## src/rtl/core/pass_dependency_topo_sort_assert.svh

```systemverilog
// ----------------------------------------------------------------------------
// pass_dependency_topo_sort_assert
// assertion macros shared by the pass sorter rtl
// ----------------------------------------------------------------------------
`ifndef PASS_DEPENDENCY_TOPO_SORT_ASSERT_SVH
`define PASS_DEPENDENCY_TOPO_SORT_ASSERT_SVH

// same-cycle implication
`define PDTS_ASSERT_NOW(label, clk, rst, ante, cons, msg) \
   label: assert property (@(posedge clk) disable iff (rst) (ante) |-> (cons)) \
      else $error(msg);

// next-cycle implication
`define PDTS_ASSERT_NEXT(label, clk, rst, ante, cons, msg) \
   label: assert property (@(posedge clk) disable iff (rst) (ante) |=> (cons)) \
      else $error(msg);

`endif

```

## src/rtl/core/pdts_ram.sv

```systemverilog
// ----------------------------------------------------------------------------
// pdts_ram
// simple dual port memory, one write and one registered read per cycle
// ----------------------------------------------------------------------------
module pdts_ram #(
   parameter int WIDTH = 8,
   parameter int DEPTH = 32
) (
   input  logic                     clock,
   input  logic                     wr_en,
   input  logic [$clog2(DEPTH)-1:0] wr_addr,
   input  logic [WIDTH-1:0]         wr_data,
   input  logic [$clog2(DEPTH)-1:0] rd_addr,
   output logic [WIDTH-1:0]         rd_data
);

   logic [WIDTH-1:0] mem_ff [DEPTH];
   logic [WIDTH-1:0] rd_data_ff;

   always_ff @(posedge clock) begin
      if (wr_en) begin
         mem_ff[wr_addr] <= wr_data;
      end
      rd_data_ff <= mem_ff[rd_addr];
   end

   assign rd_data = rd_data_ff;

endmodule
```

## config.mk

```make
export PLATFORM = sky130hd
export DESIGN_NAME = pdts_ram
export DESIGN_NICKNAME = d
export VERILOG_FILES = /design/src/rtl/core/pass_dependency_topo_sort_assert.svh /design/src/rtl/core/pdts_ram.sv
export SDC_FILE = /design/constraint.sdc
export NUM_CORES = 1
export LEC_CHECK = 0
export BUFFER_PORTS_ARGS = -buffer_cell sky130_fd_sc_hd__buf_2
export CORE_UTILIZATION = 50
export CTS_CLUSTER_DIAMETER = 80
export DETAILED_ROUTE_END_ITERATION = 7
export PLACE_DENSITY = 0.7
export SYNTH_ARGS = -nofsm -noshare
export SYNTH_HDL_FRONTEND = slang
export SYNTH_SLANG_ARGS = --single-unit
```

## constraint.sdc

```tcl
create_clock -name clock -period 5.5 [get_ports clock]
set_input_delay 0.55 -clock clock [delete_from_list [all_inputs] [get_ports clock]]
set_output_delay 0.55 -clock clock [all_outputs]
set_load 0.02 [all_outputs]
```

Word level (Yosys, flattened, before mapping)
Memories as Yosys holds them, arrays and structs flattened. A register that Yosys moved wholly into a read port is not among the register bits.
Index checks and enable logic that the tools add are counted.
- bits in registers: 0
- RAM bits: 256
- memories: 1
- muxes and demuxes: 2
- memories (memory ; depth ; width ; rd ports ; clocked after memory_dff ; write ports ; line ; text):
    mem_ff ; 32 ; 8 ; 1 ; 1 ; 1 ; pdts_ram.sv:17 ; logic [WIDTH-1:0] mem_ff [DEPTH];
- operators with widths (cell ; count):
    $mux W1 ; 2

Depth between registers and ports, before layout
Gate-level depths: netlist of the first run.
- depth in word-level cells: 2
- gate-level depth with buffers: 5
- gate-level depth less buffers: 3

Least setup slack after synthesis of the first run
Ideal clock, no wire load.
- kind: input-to-reg
- from: in rd_addr[2]
- to: reg rd_data_ff[0], in the netlist rd_data[0], read port of mem_ff
- setup time: 0.121 ns
- arrival time: 2.232 ns
- required time: 5.379 ns
- slack: 3.148 ns
- cell stages on the path: 5
- path buffers: 2
- cell sequence: clkbuf_1 > clkbuf_1 > mux4_2 > mux4_2 > mux2_2
- RTL lines (item ; line ; text):
    start: declaration ; pdts_ram.sv:13 ; input logic [$clog2(DEPTH)-1:0] rd_addr,
    end: declaration ; pdts_ram.sv:18 ; logic [WIDTH-1:0] rd_data_ff;

==> results of run 1 <==
-- metal layers --
metal  wire (um)  vias to the layer above
met4         260                        0
met3        1130                       16
met5           0                        -
met2        8660                      157
met1        8050                     2263
li1            -                     1853
-- worst max-delay path, cell delays in order --
cell,delay (ns)
buf_4,0.63
buf_4,0.52
mux4_2,0.58
mux4_2,0.52
mux2_2,0.29
-- placed cells by master, fill, tap and decap left out, drive strengths merged --
master,instances
edfxtp,256
mux4,80
clkbuf,34
nor2,33
buf,29
mux2,8
dfxtp,8
clkinv,8
nand3b,5
or3b,3
nand3,2
nand2,1
or3,1
-- layout make-up --
type                    instances  area, um2
well taps                     265        332
fillers                      1404       8460
multi-input cells             133       2100
clock buffers                  34        659
flip-flops and latches        264       7850
clock inverters                 8       36.3
repair buffers                 29        153
-- flip-flops by register name, indices dropped and copies added, names as in the netlist --
register	flops
mem_ff	256
rd_data	8
-- cell families (layout without fill, tap and decap cells) --
logic type / Yosys count / in the layout / share of synthesized area (%)
flops: 264 / 264 / 78.1
buf+inv: 20 / 71 / 1.06
simple gates: 45 / 45 / 2.07
mux: 88 / 88 / 18.8
-- power by group --
| part | switching (mW) | internal (mW) |
|---|---|---|
| clock network | 0.651 | 0.832 |
| logic | 0.120 | 0.0876 |
| registers | 0.0101 | 2.24 |
-- worst max path at each step --
stage	to	slack, ns	from
finish	rd_data[6]	2.75	rd_addr[0]
global route	rd_data[6]	2.57	rd_addr[0]
CTS	rd_data[6]	2.65	rd_addr[0]
detailed placement	rd_data[6]	2.14	rd_addr[0]
global placement	rd_data[4]	2.16	rd_addr[0]
floorplan	rd_data[0]	3.15	rd_addr[2]
-- through the flow --
step / cells / total power, mW / cell area, um2 / setup WS, ns
6_report: 733 / 3.94 / 11100 / 2.75
5_1_grt: 733 / 4.05 / 11100 / 2.57
4_1_cts: 733 / 3.96 / 11100 / 2.65
3_5_place_dp: 691 / 2.50 / 10400 / 2.14
3_3_place_gp: 691 / 2.49 / 10400 / 2.16
2_1_floorplan: 417 / 2.41 / 10100 / 3.15
==> results.cfg, run 1 <==
[status]
outcome = finished clean

[synthesis]
syn-num-nets = 437
synth.most_common_cell = edfxtp_1
syn_area_um2 = 10100
synth_flop_cell = edfxtp_1
synth_cell_type_count = 15
synth-seq-area-share_pct = 78.1
ys_async_sr_fraction_pct = 0
synth_top_area_cell = edfxtp_1
synth_area_per_cell_um2 = 24.1
synth_area_leaders = edfxtp_1 76%, mux4_2 18%, dfxtp_1 1.6%
ys_seq_elements = 264
synthTopCellsByCount = 256 x edfxtp_1, 80 x mux4_2, 33 x nor2_1
synth_edf_count = 256
synth_top_area_share_pct = 76.5
postSynthCellCount = 417
synth_warnings = 0

[critical_path]
crit_arrival_ns = 3.14
start_kind = input pin
r2r-start = mem_ff[5][5]
r2r-end = rd_data[5]
path_max_fanout = 42
reg2reg_depth = 3
endpoint_kind = flop
critPathRequiredTime_ns = 5.89
worstSetupPathType = in -> reg
rrSetupSlack_ns = 3.67

[cts]
cts_setup_buffers = 0
clk_pin_slew_ns = 0.06
clockBufferDepth = 3
cts_tree = yes
numCtsBuffers = 24
ctsResizeCount = 0
root_buffer = clkbuf_16
htreeDepth = 1
cts.sinks = 264
ctsHoldBuffers = 0
clk_latency_ns = 0.50

[global_routing]
busiest_layer = met2
gr-usage-met3_pct = 3.23
grt_max_degree = 43
antenna_found_initial = 0
grt.met1_usage_pct = 28.4
gr-usage-met2_pct = 28.7
grt_overflow = 0
grt_pass1_wl_um = 27500
grt_pass1_vias = 4433
grt_usage_pct = 18.8

[place]
gp_congestion = 0.768
post-dp-hpwl_um = 11400
portBuffers = 27

[sta]
maxSlewViolCount = 0
fin_crit_ns = 2.75
hold_viol_final = 0
clock.fmax_mhz = 363
hold_slack_ns = 0.507
relSlewSlack_pct = 30.0
setup_violations = 0
tns_ns = 0
tightest_slew_ns = 1.05
rsz0062_at_grt = false
post-route-period-util_pct = 50.1
skew_ns = 0.00774

[routing]
vias_per_cell = 5.85
drc_errors = 0
wl_per_cell_um = 24.7
vias = 4289
firstDrtPassIters = 4
drt.antenna.violating_nets = 0
finalWirelength_um = 18100
drt_iter0_drc = 373

[floorplanning]
die_x_um = 144
die_area_um2 = 20700
ios = 28
die_h_um = 144
rows = 51
start_util_pct = 51.3
core_um2 = 19600

[min_path]
hold_path.class = in -> reg
hold_end = rd_data[7]
holdPathStages = 2
min_from = rd_addr[3]

[final_layout]
syn_to_final_growth_pct = 10.7
antenna_cells = 0
drive_gt1_share_pct = 32.1
post-route-util_pct = 56.8
nets = 472

[power_and_ir_drop]
ir_worst_vdd_uv = 217
power.density_nw_per_um2 = 354
power.leakage_nw = 3.43

[job]
drv_cap = 0
No activity file was read; power rests on OpenSTA's default activity.
==> inputs of run 2 (changes only) <==
Settings changed: ABC_AREA set to 1, PLACE_DENSITY 0.7 to 0.73.
Clock period 5.5 ns to 2.5 ns, I/O delays scaled along.
==> run 2 against run 1 <==
Utilization fell by 0.20 points; sequential share of layout area fell by 4.8 points; via count rose by 61%; worst setup slack got worse by 1.6 ns; power rose by 130%; largest power group unchanged; combinational power rose to 2.8 times the previous value; synthesized cell count rose by 120%; clock skew fell by 0.00060 ns; hold slack got worse by 0.43 ns.
==> results.cfg, run 2 <==
[sta]
tightest_slew_ns = 0.878
setup_violations = 0
skew_ns = 0.00715
hold_viol_final = 0
clock.fmax_mhz = 755
maxSlewViolCount = 0
hold_slack_ns = 0.0810
relSlewSlack_pct = 41.2
post-route-period-util_pct = 52.9
tns_ns = 0
rsz0062_at_grt = false
fin_crit_ns = 1.32
final.setup.worst_slack_ns = 1.18

[final_layout]
post-route-util_pct = 56.6
drive_gt1_share_pct = 9.64
stdcell_count = 1250
num-fill-cells = 1710
nets = 979
largest_reg_flops = 256
postLayoutCellArea_um2 = 11900
antenna_cells = 0
top_register = mem_ff
final_common_cell = nand2_1
syn_to_final_growth_pct = 10.6
layout_common_cells = 360 x nand2_1, 256 x edfxtp_1, 204 x nand3_1

[cts]
clk_pin_slew_ns = 0.06
numCtsBuffers = 26
cts.sinks = 264
clockBufferDepth = 3
htreeDepth = 1
ctsResizeCount = 0
root_buffer = clkbuf_16
cts_setup_buffers = 0
clk_latency_ns = 0.52
cts_tree = yes
ctsHoldBuffers = 0

[routing]
drc_errors = 0
wl_per_cell_um = 19.1
vias_per_cell = 5.52
finalWirelength_um = 23900
drt_iter0_drc = 648
firstDrtPassIters = 6
drt.antenna.violating_nets = 0
vias = 6900

[synthesis]
synth_area_per_cell_um2 = 11.7
postSynthCellCount = 922
synth_warnings = 0
syn_area_um2 = 10800
synthTopCellsByCount = 360 x nand2_1, 256 x edfxtp_1, 204 x nand3_1
synth.most_common_cell = nand2_1
synth_flop_cell = edfxtp_1
synth_top_area_share_pct = 71.3
ys_async_sr_fraction_pct = 0
synth_cell_type_count = 12
synth_edf_count = 256
ys_seq_elements = 264
synth-seq-area-share_pct = 72.8
synth_area_leaders = edfxtp_1 71%, nand2_1 13%, nand3_1 9.5%
synth_top_area_cell = edfxtp_1
syn-num-nets = 942

[critical_path]
critPathMaxStageDelay_ns = 0.71
crit_arrival_ns = 1.47
path_max_fanout = 8
r2r-end = rd_data[3]
crit_chain = buf_2 -> inv_1 -> nand3_1 -> nor2_1
reg2reg_depth = 8
rrSetupSlack_ns = 1.31
critPathRequiredTime_ns = 2.65
critPathSlowestCell = nor2_1
r2r-start = mem_ff[13][3]
endpoint_kind = flop
worstSetupPathType = in -> reg
start_kind = input pin

[place]
post-dp-hpwl_um = 13700
place_area_um2 = 11200
gp_congestion = 0.805
portBuffers = 27
pre_cts_slack_ns = 0.638
numPlacedInstances = 1206

[min_path]
min_from = rd_addr[4]
hold_end = rd_data[6]
hold_path.class = in -> reg
holdPathStages = 3

[floorplanning]
core_um2 = 21100
die_x_um = 149
rows = 53
ios = 28
die_area_um2 = 22200
start_util_pct = 51.2
die_h_um = 149

[power_and_ir_drop]
power.density_nw_per_um2 = 761
power.leakage_nw = 4.45
ir_worst_vdd_uv = 569
p_total_mw = 9.09

[global_routing]
antenna_found_initial = 0
grt_usage_pct = 22.5
grt_pass1_vias = 6711
grt_pass1_wl_um = 37900
grt_max_degree = 129
grt_overflow = 0

[job]
drv_cap = 0

[status]
outcome = finished clean
## run 2: changes by cell type after synthesis, sizes merged
cell / change
mux4: -80
buf: +31
nand3b: -5
clkbuf: +1
mux2: -8
inv: +10
or3b: -3
nor2: -1
nand3: +202
nand2: +359
or3: -1
## run 2: how the worst max path moves through the flow
stage                     from           end  slack [ns]  cells after the start
finish              wr_addr[0]  mem_ff[0][0]        1.18                      4
floorplan           wr_addr[0]  mem_ff[0][0]        1.22                      3
global route        wr_addr[1]  mem_ff[1][2]        1.06                      4
global placement    wr_addr[0]  mem_ff[0][0]        0.66                      4
CTS                 rd_data[5]    rd_data[5]        1.16                      1
detailed placement  wr_addr[1]  mem_ff[1][4]        0.64                      4
## run 2: power breakdown
part	switching, mW	internal, mW
combinational	0.428	0.155
clock	1.52	2.04
sequential	0.0202	4.92
## run 2: routing by layer
layer	GRT usage [%]	vias to the layer above	part of all wire, %
met2	36.7	266	48
met3	3.58	36	7.7
met5	0	-	0
li1	-	3274	-
met1	31.6	3324	42
met4	5.61	0	1.8
## run 2: worst max-delay path, delay by kind of cell
family	cells	cell delay, ns
buffers and inverters	2	0.18
AND/OR/NAND/NOR	2	1.04
## run 2: final cells by class
class	count	area, um2	area share, %
Clock buffer	31	691	5.79
Clock inverter	13	78.8	0.660
Inverter	10	38.8	0.325
Multi-Input combinational cell	596	2490	20.9
Sequential cell	264	7850	65.8
Tap cell	275	344	2.88
Timing Repair Buffer	61	443	3.71
## run 2: cells by family after synthesis
group | synth area share (%)
flip-flops | 72.8
AND/OR/NAND/NOR | 23.1
buffers and inverters | 4.14
==> inputs of run 3 (changes only) <==
Settings changed: ABC_AREA 1 to 0.
Clock period 2.5 ns to 1.15 ns, I/O delays scaled along.
==> run 3 against run 2 <==
The flow now finishes with violations (setup timing); utilization rose by 5.6 points; critical path depth down 1; critical endpoint is now rd_data[1]; clock power is 130% higher; power grew 120%; largest cell class unchanged; sequential power is 120% higher; hold slack got worse by 0.070 ns; worst setup slack worse by 1.9 ns.
==> results.cfg, run 3 (same netlist as run 1, synthesis figures left out) <==
[place]
pre_cts_slack_ns = -0.901
post-dp-hpwl_um = 12800
portBuffers = 27
gp_congestion = 0.752
place_area_um2 = 11300

[sta]
tightest_slew_ns = 0.341
skew_ns = 0.00987
clock.fmax_mhz = 546
fin_crit_ns = 1.83
post-route-period-util_pct = 159
setup_violations = 8
rsz0062_at_grt = true
relSlewSlack_pct = 77.2
maxSlewViolCount = 0
final.setup.worst_slack_ns = -0.683
hold_slack_ns = 0.0107
hold_viol_final = 0

[routing]
drc_errors = 0
route.met2.wl_um = 9760
firstDrtPassIters = 5
wl_met1_um = 9050
drt_iter0_drc = 467
wl_met3_um = 1510
vias = 4632
top_layer = met4
vias_per_cell = 5.96
wl_per_cell_um = 26.6
drt.antenna.violating_nets = 0
finalWirelength_um = 20700

[power_and_ir_drop]
power.density_nw_per_um2 = 1670
power.leakage_nw = 3.87
ir_worst_vdd_uv = 940
p_total_mw = 20.3

[critical_path]
reg2reg_depth = 3
worstSetupPathType = reg -> reg
crit_arrival_ns = 2.24
cpMostUsedCell = mux4_2
critical_path_buf_inv_count = 0
critPathSlowestCell = mux4_2
cp.depth = 3
path_max_fanout = 1
path_delay_family = multiplexers
r2r-end = rd_data[1]
crit_chain = mux4_2 -> mux4_2 -> mux2_4
endpoint = rd_data[1]
crit_start = mem_ff[13][1]
critPathRequiredTime_ns = 1.55
critPathMaxStageDelay_ns = 0.54
r2r-start = mem_ff[13][1]
start_kind = flop
rrSetupSlack_ns = -0.68
endpoint_kind = flop

[cts]
numCtsBuffers = 25
clockBufferDepth = 3
cts_tree = yes
cts.sinks = 264
htreeDepth = 1
cts_setup_buffers = 0
root_buffer = clkbuf_16
clk_pin_slew_ns = 0.06
clk_latency_ns = 0.52

[global_routing]
grt_usage_pct = 21.6
grt_overflow = 0
antenna_found_initial = 0
grt_max_degree = 33
grt_pass1_vias = 4690
grt_pass1_wl_um = 31200

[final_layout]
final_common_cell = edfxtp_1
syn_to_final_growth_pct = 21.2
nets = 514
postLayoutCellArea_um2 = 12200
drive_gt1_share_pct = 45.5
layout_common_cells = 256 x edfxtp_1, 80 x mux4_2, 28 x buf_12
antenna_cells = 0
top_register = mem_ff
largest_reg_flops = 256

[floorplanning]
rows = 51
core_um2 = 19600
die_h_um = 144
die_x_um = 144
die_area_um2 = 20700
start_util_pct = 51.3
ios = 28

[min_path]
hold_path.class = in -> reg

[status]
violations = setup timing
outcome = finished, violations left

[job]
drv_cap = 0
## run 3: cell types whose count changed in the layout (fill, tap and decap cells not counted), sizes merged
cell,change
buf,+9
or3,+1
bufinv,+3
mux4,+80
nand2,-359
nand3,-202
nor2,+1
mux2,+8
clkbuf,-3
nand3b,+5
inv,-9
or3b,+3
## run 3: repair_timing
action,4_1_cts,5_1_grt
gates resized for setup,15,14
setup endpoints to repair,14,15
hold buffers,0,0
## run 3: through the flow
stage	TNS, ns	std cells	utilization, %
3_5_place_dp	-49.76	732	57.6
5_1_grt	-5.41	777	62.2
4_1_cts	-5.35	777	62.0
3_3_place_gp	-44.54	732	57.6
6_report	-5.23	777	62.2
2_1_floorplan	-38.34	417	-
## run 3: power breakdown
part / switching (mW) / total, mW / internal, mW
logic: 0.672 / 1.31 / 0.636
clock network: 3.38 / 8.26 / 4.87
registers: 0.0691 / 10.8 / 10.7
## run 3: area by class of cell
type | instances | area (um2)
sequential | 264 | 7860
fill | 1296 | 7400
multi-input combinational | 133 | 2330
timing repair buffer | 70 | 846
clock buffer | 28 | 637
tap | 265 | 332
clock inverter | 17 | 181
## run 3: worst min path at each step
stage               slack [ns]  cells after the start        from       endpoint
detailed placement        0.54                      2  wr_data[5]  mem_ff[31][5]
global route              0.02                      2  wr_data[0]  mem_ff[31][0]
finish                    0.01                      2  wr_data[5]  mem_ff[22][5]
CTS                      0.004                      2  wr_data[5]  mem_ff[22][5]
floorplan                 0.21                      0  wr_data[0]   mem_ff[0][0]
global placement          0.52                      2  wr_data[5]  mem_ff[30][5]
## run 3: layer usage
layer	track usage, %	up-vias
li1	-	1933
met1	33.3	2464
met2	32.1	205
met5	0	-
met3	4.00	30
met4	5.88	0
